### src/design/iaht_pkg.sv
// ----------------------------------------------------------------------------
// iaht_pkg
// Shared constants for the image access hazard tracker: configuration
// register indexes and the width of the register index.
// ----------------------------------------------------------------------------
`default_nettype none

package iaht_pkg;

    localparam int CFG_IDX_BITS = 1;

    localparam logic [CFG_IDX_BITS-1:0] CFG_WRITE_CLASS = 1'b0;
    localparam logic [CFG_IDX_BITS-1:0] CFG_READ_CLASS  = 1'b1;

endpackage

`default_nettype wire

### src/design/image_access_hazard_tracker.sv
// ----------------------------------------------------------------------------
// image_access_hazard_tracker
// Decides, per access request to one image, whether a pipeline barrier is
// needed and with which source and destination masks and layouts.
//
// Usage:
//   Request channel (i_valid / o_ready) carries kind, stage mask, access
//   mask and layout. Kind 1 drains the history (layout is kept).
//   Result channel (o_valid / i_ready) returns one result per request, in
//   order. When no barrier is needed all result fields are zero.
//   Configuration: i_cfg_we writes the write-class mask (index 0) or the
//   read-class mask (index 1). Write only while no request is in flight.
//   Path: a request passes the input register, then the result register;
//   the history updates as it moves between the two. Throughput: one
//   request per cycle while the result register is not stalled by i_ready.
//   Stall: with i_ready low the result register holds; one more request
//   waits in the input register, then o_ready drops.
//   Reset: clears both masks, the history (no prior access, layout 0) and
//   all valid flags.
// ----------------------------------------------------------------------------
`default_nettype none

module image_access_hazard_tracker #(
    parameter int STAGE_BITS  = 32,
    parameter int ACCESS_BITS = 32,
    parameter int LAYOUT_BITS = 4
) (
    input  wire logic                              i_clk,
    input  wire logic                              i_rst_n,
    input  wire logic                              i_cfg_we,
    input  wire logic [iaht_pkg::CFG_IDX_BITS-1:0] i_cfg_addr,
    input  wire logic [ACCESS_BITS-1:0]            i_cfg_wdata,
    input  wire logic                              i_valid,
    output logic                                   o_ready,
    input  wire logic                              i_kind,
    input  wire logic [STAGE_BITS-1:0]             i_req_stages,
    input  wire logic [ACCESS_BITS-1:0]            i_req_access,
    input  wire logic [LAYOUT_BITS-1:0]            i_req_layout,
    output logic                                   o_valid,
    input  wire logic                              i_ready,
    output logic                                   o_barrier_needed,
    output logic      [STAGE_BITS-1:0]             o_src_stage_mask,
    output logic      [ACCESS_BITS-1:0]            o_src_access_mask,
    output logic      [STAGE_BITS-1:0]             o_dst_stage_mask,
    output logic      [ACCESS_BITS-1:0]            o_dst_access_mask,
    output logic      [LAYOUT_BITS-1:0]            o_old_layout_code,
    output logic      [LAYOUT_BITS-1:0]            o_new_layout_code
);

    logic [ACCESS_BITS-1:0] write_class_mask;
    logic [ACCESS_BITS-1:0] read_class_mask;

    logic                   r_s1_valid;
    logic                   r_s1_kind;
    logic [STAGE_BITS-1:0]  r_s1_stages;
    logic [ACCESS_BITS-1:0] r_s1_access;
    logic [LAYOUT_BITS-1:0] r_s1_layout;

    logic                   r_out_valid;
    logic                   r_barrier;
    logic [STAGE_BITS-1:0]  r_src_stage;
    logic [ACCESS_BITS-1:0] r_src_access;
    logic [STAGE_BITS-1:0]  r_dst_stage;
    logic [ACCESS_BITS-1:0] r_dst_access;
    logic [LAYOUT_BITS-1:0] r_old_layout;
    logic [LAYOUT_BITS-1:0] r_new_layout;

    logic                   s1_advance;
    logic                   commit;
    logic                   n_barrier;
    logic [STAGE_BITS-1:0]  n_src_stage;
    logic [ACCESS_BITS-1:0] n_src_access;
    logic [STAGE_BITS-1:0]  n_dst_stage;
    logic [ACCESS_BITS-1:0] n_dst_access;
    logic [LAYOUT_BITS-1:0] n_old_layout;
    logic [LAYOUT_BITS-1:0] n_new_layout;

    assign s1_advance = !r_out_valid || i_ready;
    assign commit     = r_s1_valid && s1_advance;
    assign o_ready    = !r_s1_valid || s1_advance;

    iaht_cfg_regs #(
        .ACCESS_BITS (ACCESS_BITS)
    ) u_cfg (
        .i_clk              (i_clk),
        .i_rst_n            (i_rst_n),
        .i_cfg_we           (i_cfg_we),
        .i_cfg_addr         (i_cfg_addr),
        .i_cfg_wdata        (i_cfg_wdata),
        .o_write_class_mask (write_class_mask),
        .o_read_class_mask  (read_class_mask)
    );

    iaht_hazard_core #(
        .STAGE_BITS  (STAGE_BITS),
        .ACCESS_BITS (ACCESS_BITS),
        .LAYOUT_BITS (LAYOUT_BITS)
    ) u_core (
        .i_clk              (i_clk),
        .i_rst_n            (i_rst_n),
        .i_commit           (commit),
        .i_kind             (r_s1_kind),
        .i_req_stages       (r_s1_stages),
        .i_req_access       (r_s1_access),
        .i_req_layout       (r_s1_layout),
        .i_write_class_mask (write_class_mask),
        .i_read_class_mask  (read_class_mask),
        .o_barrier_needed   (n_barrier),
        .o_src_stage_mask   (n_src_stage),
        .o_src_access_mask  (n_src_access),
        .o_dst_stage_mask   (n_dst_stage),
        .o_dst_access_mask  (n_dst_access),
        .o_old_layout_code  (n_old_layout),
        .o_new_layout_code  (n_new_layout)
    );

    always_ff @(posedge i_clk) begin
        if (!i_rst_n) begin
            r_s1_valid  <= 1'b0;
            r_out_valid <= 1'b0;
        end else begin
            if (o_ready) begin
                r_s1_valid <= i_valid;
            end
            if (s1_advance) begin
                r_out_valid <= r_s1_valid;
            end
        end
    end

    always_ff @(posedge i_clk) begin
        if (i_valid && o_ready) begin
            r_s1_kind   <= i_kind;
            r_s1_stages <= i_req_stages;
            r_s1_access <= i_req_access;
            r_s1_layout <= i_req_layout;
        end
        if (commit) begin
            r_barrier    <= n_barrier;
            r_src_stage  <= n_src_stage;
            r_src_access <= n_src_access;
            r_dst_stage  <= n_dst_stage;
            r_dst_access <= n_dst_access;
            r_old_layout <= n_old_layout;
            r_new_layout <= n_new_layout;
        end
    end

    assign o_valid           = r_out_valid;
    assign o_barrier_needed  = r_barrier;
    assign o_src_stage_mask  = r_src_stage;
    assign o_src_access_mask = r_src_access;
    assign o_dst_stage_mask  = r_dst_stage;
    assign o_dst_access_mask = r_dst_access;
    assign o_old_layout_code = r_old_layout;
    assign o_new_layout_code = r_new_layout;

endmodule

`default_nettype wire

### src/design/iaht_cfg_regs.sv
// ----------------------------------------------------------------------------
// iaht_cfg_regs
// Access class mask registers: which access bits count as memory writes
// and which count as memory reads.
// ----------------------------------------------------------------------------
`default_nettype none

module iaht_cfg_regs #(
    parameter int ACCESS_BITS = 32
) (
    input  wire logic                              i_clk,
    input  wire logic                              i_rst_n,
    input  wire logic                              i_cfg_we,
    input  wire logic [iaht_pkg::CFG_IDX_BITS-1:0] i_cfg_addr,
    input  wire logic [ACCESS_BITS-1:0]            i_cfg_wdata,
    output logic      [ACCESS_BITS-1:0]            o_write_class_mask,
    output logic      [ACCESS_BITS-1:0]            o_read_class_mask
);

    logic [ACCESS_BITS-1:0] r_write_class_mask;
    logic [ACCESS_BITS-1:0] r_read_class_mask;

    always_ff @(posedge i_clk) begin
        if (!i_rst_n) begin
            r_write_class_mask <= '0;
            r_read_class_mask  <= '0;
        end else if (i_cfg_we) begin
            unique case (i_cfg_addr)
                iaht_pkg::CFG_WRITE_CLASS: r_write_class_mask <= i_cfg_wdata;
                iaht_pkg::CFG_READ_CLASS:  r_read_class_mask  <= i_cfg_wdata;
                default: ;
            endcase
        end
    end

    assign o_write_class_mask = r_write_class_mask;
    assign o_read_class_mask  = r_read_class_mask;

endmodule

`default_nettype wire

### src/design/iaht_hazard_core.sv
// ----------------------------------------------------------------------------
// iaht_hazard_core
// Access history of one image and the barrier decision for one request.
// The decision is combinational on the current history; the history
// advances when the request is committed.
// ----------------------------------------------------------------------------
`default_nettype none

module iaht_hazard_core #(
    parameter int STAGE_BITS  = 32,
    parameter int ACCESS_BITS = 32,
    parameter int LAYOUT_BITS = 4
) (
    input  wire logic                   i_clk,
    input  wire logic                   i_rst_n,
    input  wire logic                   i_commit,
    input  wire logic                   i_kind,
    input  wire logic [STAGE_BITS-1:0]  i_req_stages,
    input  wire logic [ACCESS_BITS-1:0] i_req_access,
    input  wire logic [LAYOUT_BITS-1:0] i_req_layout,
    input  wire logic [ACCESS_BITS-1:0] i_write_class_mask,
    input  wire logic [ACCESS_BITS-1:0] i_read_class_mask,
    output logic                        o_barrier_needed,
    output logic      [STAGE_BITS-1:0]  o_src_stage_mask,
    output logic      [ACCESS_BITS-1:0] o_src_access_mask,
    output logic      [STAGE_BITS-1:0]  o_dst_stage_mask,
    output logic      [ACCESS_BITS-1:0] o_dst_access_mask,
    output logic      [LAYOUT_BITS-1:0] o_old_layout_code,
    output logic      [LAYOUT_BITS-1:0] o_new_layout_code
);

    typedef enum logic [1:0] {
        PH_NONE  = 2'd0,
        PH_READ  = 2'd1,
        PH_WRITE = 2'd2,
        PH_RAW   = 2'd3
    } t_phase;

    t_phase                 r_phase,        n_phase;
    logic [STAGE_BITS-1:0]  r_first_stages, n_first_stages;
    logic [ACCESS_BITS-1:0] r_first_access, n_first_access;
    logic [LAYOUT_BITS-1:0] r_layout,       n_layout;
    logic [STAGE_BITS-1:0]  r_rd_stages,    n_rd_stages;
    logic [ACCESS_BITS-1:0] r_rd_access,    n_rd_access;

    logic layout_change;
    logic is_write;
    logic is_read;

    assign layout_change = (i_req_layout != r_layout);
    assign is_write      = (|(i_req_access & i_write_class_mask)) || layout_change;
    assign is_read       = |(i_req_access & i_read_class_mask);

    always_comb begin
        n_phase           = r_phase;
        n_first_stages    = r_first_stages;
        n_first_access    = r_first_access;
        n_layout          = r_layout;
        n_rd_stages       = r_rd_stages;
        n_rd_access       = r_rd_access;
        o_barrier_needed  = 1'b0;
        o_src_stage_mask  = '0;
        o_src_access_mask = '0;
        o_dst_stage_mask  = '0;
        o_dst_access_mask = '0;
        o_old_layout_code = '0;
        o_new_layout_code = '0;

        if (i_kind) begin
            n_phase        = PH_NONE;
            n_first_stages = '0;
            n_first_access = '0;
        end else if (is_write) begin
            unique case (r_phase)
                PH_NONE: begin
                    o_barrier_needed = layout_change;
                end
                PH_READ, PH_WRITE: begin
                    o_barrier_needed  = 1'b1;
                    o_src_stage_mask  = r_first_stages;
                    o_src_access_mask = r_first_access;
                end
                PH_RAW: begin
                    o_barrier_needed  = 1'b1;
                    o_src_stage_mask  = r_rd_stages;
                    o_src_access_mask = r_rd_access;
                end
            endcase
            if (o_barrier_needed) begin
                o_dst_stage_mask  = i_req_stages;
                o_dst_access_mask = i_req_access;
                o_old_layout_code = r_layout;
                o_new_layout_code = i_req_layout;
            end
            if (r_phase != PH_NONE) begin
                n_rd_stages = '0;
                n_rd_access = '0;
            end
            n_phase        = PH_WRITE;
            n_first_stages = i_req_stages;
            n_first_access = i_req_access;
            n_layout       = i_req_layout;
        end else if (is_read) begin
            unique case (r_phase)
                PH_NONE: begin
                    n_phase        = PH_READ;
                    n_first_stages = i_req_stages;
                    n_first_access = i_req_access;
                end
                PH_READ: begin
                    n_first_stages = r_first_stages | i_req_stages;
                    n_first_access = r_first_access | i_req_access;
                end
                PH_WRITE: begin
                    n_phase     = PH_RAW;
                    n_rd_stages = i_req_stages;
                    n_rd_access = i_req_access;
                end
                PH_RAW: begin
                    n_rd_stages = r_rd_stages | i_req_stages;
                    n_rd_access = r_rd_access | i_req_access;
                end
            endcase
            if ((r_phase == PH_WRITE) || (r_phase == PH_RAW)) begin
                o_barrier_needed  = 1'b1;
                o_src_stage_mask  = r_first_stages;
                o_src_access_mask = r_first_access;
                o_dst_stage_mask  = i_req_stages;
                o_dst_access_mask = i_req_access;
                o_old_layout_code = r_layout;
                o_new_layout_code = r_layout;
            end
        end
    end

    always_ff @(posedge i_clk) begin
        if (!i_rst_n) begin
            r_phase        <= PH_NONE;
            r_first_stages <= '0;
            r_first_access <= '0;
            r_layout       <= '0;
            r_rd_stages    <= '0;
            r_rd_access    <= '0;
        end else if (i_commit) begin
            r_phase        <= n_phase;
            r_first_stages <= n_first_stages;
            r_first_access <= n_first_access;
            r_layout       <= n_layout;
            r_rd_stages    <= n_rd_stages;
            r_rd_access    <= n_rd_access;
        end
    end

endmodule

`default_nettype wire

### config.mk
export PLATFORM = sky130hd
export DESIGN_NAME = image_access_hazard_tracker
export DESIGN_NICKNAME = d
export VERILOG_FILES = /design/src/design/iaht_pkg.sv /design/src/design/image_access_hazard_tracker.sv /design/src/design/iaht_cfg_regs.sv /design/src/design/iaht_hazard_core.sv
export SDC_FILE = /design/constraint.sdc
export NUM_CORES = 1
export LEC_CHECK = 0
export BUFFER_PORTS_ARGS = -buffer_cell sky130_fd_sc_hd__buf_4
export CORE_ASPECT_RATIO = 0.7
export CORE_UTILIZATION = 35
export DETAILED_ROUTE_END_ITERATION = 16
export SLEW_MARGIN = 20
export SYNTH_ARGS = -nofsm -noshare
export SYNTH_HDL_FRONTEND = slang
export SYNTH_SLANG_ARGS = --single-unit
### constraint.sdc
create_clock -name i_clk -period 5.96 [get_ports i_clk]
set_clock_uncertainty 0.2 [all_clocks]
set_input_delay 0 -clock i_clk [delete_from_list [all_inputs] [get_ports i_clk]]
set_output_delay 0 -clock i_clk [all_outputs]
set_load 0.05 [all_outputs]
==> results.txt, run 1 <==
The worst setup path is launched from a register. The final setup violation count came out at 0. STA classifies the critical path endpoint as a register.

The measured slew at the worst slew-check pin came out at 0.954 ns. The final worst-path setup slack is 2.28 ns. The sum of internal, switching and leakage power came out at 0.00630 W. The total of hold buffers inserted after clock tree synthesis came out at 180. Yosys printed 0 warnings. Grouping stages by cell kind, the critical path spends the most delay in simple AND/OR/NAND/NOR gates.

Prior to clock tree synthesis, the placed netlist has a worst setup slack of 2.37 ns. The sum of overflow across all layers after global routing is 0. The share of flip-flops with an asynchronous set or reset after synthesis came out at 0. The number of filler instances in the final layout came out at 3478.

The first-pass iteration count of the detailed router is 5. The worst register-to-register path ends at o_dst_stage_mask[31]. The tightest min-delay check is of the in2reg type. The number of synthesized register bits is 406. Input and output buffers added on the ports amount to 245. The critical path in this run is classified as reg2reg. Leaving out filler cells and counting taps, the final layout contains 2023. The total length of routed wires is 43200 um. The largest fanout on the critical path came out at 69.

Summed over all nets, the switching power comes to 0.00150 W. The power density normalized to cell area came out at 315 nW/um^2. IR analysis of the VDD net gives a maximum drop of 0.000218 V.

Walking the worst path, the cells encountered are a22oi_1 > nand4_1 > nor4_2 > nor2_1 > a211oi_4 > buf_4 > nor3b_1. The mapped netlist covers 14400 um^2. The share of the Yosys chip area taken by registers is 0.707. The simple-gate share of the synthesized area came out at 0.0866. The peak clock frequency supported by timing came out at 272 MHz. Post-CTS timing repair inserted 0 buffers for setup. The final worst-path cycle share came out at 0.617. The count of clock tree sinks came out at 406. Dividing the detail-routed via count by the number of cells gives 5.23. Headroom to the max-slew limit came out at 0.364. The H-tree depth is 2. Of the total synthesized cell area, the portion taken by XOR and XNOR cells is 0.00243. TritonCTS built the clock tree.

The first global-routing pass estimated 63400 um of wire. The final RePlAce weighted congestion is 0.922. By area, the combinational part of the netlist is dominated by compound AO/OA/AOI/OAI gates. The setup slack of the most critical reg-to-reg path came out at 2.28 ns. Detailed placement finished with a half-perimeter wire length of 27000 um. The initial standard-cell utilization of the core came out at 0.359. The total core area came out at 40100 um^2. The internal power came out at 0.00480 W. The commonest non-fill, non-tap cell in the layout is sky130_fd_sc_hd__buf_4. The mux cell area share after synthesis came out at 0.00425. The number of nets still failing antenna checks after routing is 0. The critical hold path startpoint is i_req_access[9].

Summed over all failing endpoints, the final setup total negative slack is 0 ns. The die is 245 um wide. The average size of a mapped cell is 13.8 um^2. The cell count after synthesis came out at 1048. The required time at the endpoint of the critical path is 5.98 ns. The post-route DRC violation count came out at 0. The clock tree root buffer cell is sky130_fd_sc_hd__clkbuf_16. The count of flip-flops with a built-in enable after synthesis came out at 206. The area fraction in compound gates after synthesis is 0.169. The final max-slew violation count came out at 0. The finished cells cover 20000 um^2.

In the global route stage, overall resource usage came out at 0.201. The switching share of total power is 0.237. The static leakage power came out at 7.61 nW. The worst register-to-register path begins at r_s1_access[21].

The number of gates given a new drive strength after cts is 0. The largest single stage delay on the critical path is 0.76 ns. The max capacitance violation total came out at 0. In the layout the commonest cells are sky130_fd_sc_hd__buf_4, sky130_fd_sc_hd__edfxtp_1, sky130_fd_sc_hd__a22o_1, sky130_fd_sc_hd__dfxtp_1, sky130_fd_sc_hd__dlygate4sd3_1. The run finished with clean final reports. Clock-pin slew was measured on the worst setup and hold paths at 0.07 ns. The end point of the worst hold path is r_s1_access[9]. Data on the critical path arrives at its endpoint at 3.70 ns. The post-synthesis net count is 1160. The count of buffering cells on the critical path with inverters included is 1.

In the synthesized netlist the dominant register cell turns out to be sky130_fd_sc_hd__edfxtp_1. The via count of the first global-routing pass was 10100. The initialized floorplan defines 61 standard-cell rows. At the end of the flow, the number of nets in the layout was 1567. The largest individual stage delay along the critical path comes from the cell sky130_fd_sc_hd__buf_4. Relative to the synthesized area, the layout overhead comes to 38.5%. Of the total power, registers draw 0.497.

The area of the die is 42000 um^2. The share of total power dissipated in the clock network is 0.409. The logic gate share of total power is 0.094. Setup repair after global routing left no endpoint under its margin. The number of clock buffers added by TritonCTS is 40. The initial antenna violation count came to 4. The number of cells on the worst hold path came out at 2. Of the total synthesized cell area, the portion taken by full adders, half adders and majority gates is 0.00434. The total number of vias came out at 10600. After detailed placement, the total cell area comes to 16700 um^2. Measured in cells, the most critical reg-to-reg path has a length of 7. The y dimension of the die came out at 172 um. The final count of hold timing violations is 0. The initial DRC count is 827. The wire length per cell is 21.4 um. The pin count of the biggest net entering global routing came out at 83. The number of I/O pins came out at 246.

The clock insertion delay at the later pin of the skew report came out at 0.54 ns. The synthesized netlist contains 45 unique library cells. The clock passes through at most 3 buffers. The time the final worst path needs with I/O delays and setup came out at 3.68 ns. The total placed cells including tap cells is 1765. The fraction of final layout cells sized beyond drive strength 1 is 0.231.
==> routing by layer <==
layer	global-route usage	wire, um	part of all wire	vias to the layer above
li1	-	-	-	4813
met1	0.299	20200	0.47	5265
met2	0.292	18700	0.43	444
met3	0.0462	3400	0.079	55
met4	0.0495	843	0.020	0
met5	0	0	0	-
==> cells in the mapped netlist, types with 6 or more instances <==
cell                         n  area [um^2]
sky130_fd_sc_hd__a21oi_1    66          330
sky130_fd_sc_hd__a221oi_1    8         70.1
sky130_fd_sc_hd__a22o_1    200         1750
sky130_fd_sc_hd__a22oi_1    16          120
sky130_fd_sc_hd__buf_2      17         85.1
sky130_fd_sc_hd__buf_6       6         67.6
sky130_fd_sc_hd__clkbuf_1   49          184
sky130_fd_sc_hd__dfxtp_1   200         4000
sky130_fd_sc_hd__edfxtp_1  206         6190
sky130_fd_sc_hd__nand2_1   132          495
sky130_fd_sc_hd__nor2_1     11         41.3
sky130_fd_sc_hd__nor3b_1    69          518
==> worst max-delay path by stage <==
stage	startpoint	to	cells past startpoint
after global routing	r_s1_access[21]	o_dst_access_mask[25]	7
final	r_s1_access[21]	o_dst_stage_mask[31]	7
after CTS	r_s1_access[21]	u_core.r_first_access[15]	7
after detailed placement	r_s1_access[0]	u_core.r_first_access[3]	7
after floorplan	o_valid	u_core.r_rd_access[10]	8
after global placement	r_s1_access[21]	u_core.r_first_access[15]	7
==> cells by family (layout without fill, tap and decap cells) <==
| logic type | count (synthesis) | in the layout |
|---|---|---|
| AOI/OAI and AO/OA | 305 | 305 |
| xor gates and xnor gates | 4 | 4 |
| adders and majority gates | 5 | 5 |
| buffers and inverters | 84 | 523 |
| DFF | 406 | 406 |
| muxes | 6 | 6 |
| other | 0 | 1 |
| and+or+nand+nor | 238 | 238 |
==> per-stage QoR <==
step,hold WS [ns],util
after floorplan,-0.101,-
after global placement,-0.0198,0.416
after detailed placement,-0.0205,0.416
after CTS,0.000416,0.495
after global routing,0.00473,0.497
final,0.0166,0.497
==> power by group through the flow <==
stage / logic (W) / registers, W / clock network, W
after global placement: 0.000487 / 0.00319 / 0
after global routing: 0.000626 / 0.00314 / 0.00276
after detailed placement: 0.000489 / 0.00319 / 0
final: 0.000592 / 0.00313 / 0.00258
after CTS: 0.000582 / 0.00313 / 0.00264
after floorplan: 0.000174 / 0.00329 / 0
==> layout make-up <==
type / count / area (um^2) / share of cell area
Clock inverter: 16 / 178 / 0.00890
Sequential cell: 406 / 10200 / 0.510
Clock buffer: 58 / 1180 / 0.0593
Multi-Input combinational cell: 558 / 3880 / 0.194
Inverter: 7 / 31.3 / 0.00157
Antenna cell: 1 / 2.50 / 0.000125
Timing Repair Buffer: 442 / 3830 / 0.192
Tap cell: 535 / 669 / 0.0335
Note: power is estimated with default switching activity, not from simulation.
==> run 2: changes to the inputs <==
Clock period 5.96 ns to 3.04 ns, I/O delays scaled along.
==> results.txt, run 2 (synthesis gave the netlist of run 1 again) <==
Run status: completed (unchanged). The static leakage power is 7.71 nW (was 7.61 nW). The number of buffers added on ports came out at 245 (unchanged). The critical hold path startpoint is i_req_access[16] (was i_req_access[9]). Commonest non-fill, non-tap cells in the layout: sky130_fd_sc_hd__buf_4, sky130_fd_sc_hd__edfxtp_1, sky130_fd_sc_hd__a22o_1 (was sky130_fd_sc_hd__buf_4, sky130_fd_sc_hd__edfxtp_1, sky130_fd_sc_hd__a22o_1, sky130_fd_sc_hd__dfxtp_1, sky130_fd_sc_hd__dlygate4sd3_1). The fraction of final layout cells sized beyond drive strength 1 came out at 0.236 (was 0.231).

The clock-pin slew reported for the worst setup and hold paths after clock tree synthesis is 0.06 ns (was 0.07 ns). The time the final worst path needs with I/O delays and setup is 2.97 ns (was 3.68 ns). The horizontal extent of the die is 245 um (unchanged). The antenna diode count came out at 0 (was 1). The total number of vias came out at 10500 (was 10600). The total core area is 40100 um^2 (unchanged). RSZ-0062 raised after global routing: false (unchanged). The clock insertion delay at the later pin of the skew report is 0.54 ns (about the same). The switching share of total power came out at 0.239 (was 0.237). The largest fanout on the critical path came to 64 (was 69). The final setup violation count came out at 0 (unchanged).

The number of buffers created by CTS came out at 39 (was 40). The final RePlAce weighted congestion is 0.843 (was 0.922). The share of power burned in registers came out at 0.502 (was 0.497). The area added between synthesis and finish came out at 40.2% (was 38.5%). The number of cells on the worst hold path is 2 (unchanged).

The number of I/O pins is 246 (unchanged). The clock tree root buffer cell is sky130_fd_sc_hd__clkbuf_16 (unchanged). The post-DP HPWL is 26400 um (was 27000 um). The wire length per cell came out at 20.8 um (was 21.4 um).

The required time at the endpoint of the critical path came to 3.27 ns (was 5.98 ns). The peak supply drop is 0.000335 V (was 0.000218 V). The startpoint of the worst-slack reg-to-reg timing path is r_s1_access[25] (was r_s1_access[21]). The pin count of the biggest net entering global routing was 139 (was 83). The net switching component of the power came out at 0.00291 W (was 0.00150 W).

The worst setup path category was reg2reg (unchanged). The internal power came to 0.00928 W (was 0.00480 W). The first-pass iteration count of the detailed router came out at 5 (unchanged). The signal arrival time at the worst endpoint is 3.20 ns (was 3.70 ns). The sum of overflow across all layers after global routing was 0 (unchanged).

The endpoint of the worst-slack reg-to-reg timing path is u_core.r_rd_access[26] (was o_dst_stage_mask[31]). The final count of hold timing violations is 0 (unchanged). Critical-path cell list: a22o_1 > a221oi_1 > and4_2 > and3_1 > buf_4 > a221oi_4 > buf_12 > a22o_1 (was a22oi_1 > nand4_1 > nor4_2 > nor2_1 > a211oi_4 > buf_4 > nor3b_1).

The number of cell instances on the worst register-to-register path is 8 (was 7). The cell with the biggest individual delay on the critical path is sky130_fd_sc_hd__edfxtp_1 (was sky130_fd_sc_hd__buf_4). The maximum count of clock buffers along a single path came out at 3 (unchanged). The total global routing track utilization is 0.198 (was 0.201).

The initial standard-cell utilization of the core came out at 0.359 (unchanged). The count of clock tree sinks is 406 (unchanged). The H-tree depth came out at 2 (unchanged). The launching element type of the critical path is a register (unchanged). The post-route DRC violation count is 0 (unchanged). The portion of total power attributed to the clock network is 0.399 (was 0.409). The final worst-path cycle share is 0.976 (was 0.617). The routed via count divided by cell count was 5.15 (was 5.23). The sum of internal, switching and leakage power came out at 0.0122 W (was 0.00630 W). The initial antenna violation count is 0 (was 4). The max capacitance violation total is 0 (unchanged).

The most numerous cell type found on the critical path is sky130_fd_sc_hd__a22o_1. The area of the die is 42000 um^2 (unchanged). The layout net count was 1595 (was 1567).

The setup TNS after final layout is 0 ns (unchanged). The via count of the first global-routing pass was 10200 (was 10100). The commonest non-fill, non-tap cell in the layout was sky130_fd_sc_hd__buf_4 (unchanged). The worst slew margin relative to its limit came out at 0.439 (was 0.364). The final max-slew violation count came out at 0 (unchanged).

The number of nets still failing antenna checks after routing is 0 (unchanged). The end point of the worst hold path is r_s1_access[16] (was r_s1_access[9]). The TritonCTS clock tree is done (unchanged).

The measured slew at the worst slew-check pin is 0.841 ns (was 0.954 ns). The stage delay of the slowest cell on the critical path came to 0.52 ns (was 0.76 ns). The initial DRC count is 828 (was 827).

The class of the most critical hold timing path is in2reg (unchanged). The y dimension of the die came out at 172 um (unchanged). The power density normalized to cell area came out at 603 nW/um^2 (was 315 nW/um^2). The type of destination of the critical path was a register (unchanged). The smallest hold slack is 0.0192 ns (was 0.0166 ns). The total length of routed wires is 42600 um (was 43200 um). The setup slack of the most critical reg-to-reg path came to 0.07 ns (was 2.28 ns). The wire length of the first global-routing pass came out at 62900 um (was 63400 um). The peak clock frequency supported by timing is 337 MHz (was 272 MHz). The logic gate share of total power is 0.099 (was 0.094). The cell row count came out at 61 (unchanged).
[run 2: cell types whose count changed in the layout (fill, tap and decap cells not counted), moves of 3 or more]
cell	delta
sky130_fd_sc_hd__buf_16	-3
sky130_fd_sc_hd__clkinv_1	+4
sky130_fd_sc_hd__clkbuf_1	+5
sky130_fd_sc_hd__clkinv_4	-3
sky130_fd_sc_hd__inv_6	-3
sky130_fd_sc_hd__clkbuf_8	-7
sky130_fd_sc_hd__dlygate4sd3_1	+8
sky130_fd_sc_hd__buf_4	+14
sky130_fd_sc_hd__buf_12	+11
[run 2: timing repair]
| item | in CTS | in global routing |
|---|---|---|
| setup endpoints to repair | 0 | 153 |
| hold endpoints to repair | 171 | 0 |
| setup buffers | 0 | 0 |
| hold buffers | 188 | 0 |
| gates resized for setup | 0 | 2 |
[run 2: worst max-delay path: cells and delay by family (launching register included)]
family	cells	cell delay [ns]
flip-flops	1	0.52
buffers and inverters	2	0.44
AO/OA/AOI/OAI	4	0.95
AND/OR/NAND/NOR	2	0.70
[run 2: cell type report]
type                       count  area (um^2)
tap                          535          669
inverter                       7         30.0
multi-input combinational    558         3890
clock inverter                14          129
timing repair buffer         471         4140
sequential                   406        10200
clock buffer                  58         1150
fill                        3514        19900
[run 2: worst max-delay path by stage]
stage | to | cells after the start | start | slack (ns)
after global routing | o_dst_stage_mask[13] | 7 | r_s1_access[25] | 0.002
after CTS | o_old_layout_code[1] | 7 | r_s1_access[25] | 0.07
after floorplan | u_core.r_rd_access[10] | 8 | o_valid | -1.15
after detailed placement | o_new_layout_code[3] | 7 | r_s1_access[25] | 0.1
after global placement | o_src_access_mask[19] | 7 | r_s1_access[25] | 0.11
final | u_core.r_rd_access[26] | 8 | r_s1_access[25] | 0.07
[run 2: metrics by stage]
| step | cell area [um^2] | utilization | worst slack [ns] | std cells |
|---|---|---|---|---|
| after global routing | 20200 | 0.504 | 0.00208 | 2049 |
| final | 20200 | 0.504 | 0.0728 | 2049 |
| after global placement | 17000 | 0.425 | 0.113 | 1789 |
| after floorplan | 14500 | - | -1.15 | 1048 |
| after CTS | 20200 | 0.503 | 0.0739 | 2049 |
| after detailed placement | 17000 | 0.425 | 0.0994 | 1789 |
[run 2: routing by layer]
layer	GRT usage	share of wire
met3	0.0406	0.063
met4	0.0620	0.024
met2	0.294	0.44
met1	0.289	0.47
met5	0	0
[run 2: power by group through the flow]
stage               Combinational, W  Sequential [W]  Clock (W)
finish                       0.00121         0.00612    0.00487
global route                 0.00128         0.00613    0.00518
CTS                          0.00120         0.00611    0.00498
detailed placement           0.00101         0.00623          0
global placement             0.00101         0.00623          0
floorplan                   0.000349         0.00644          0
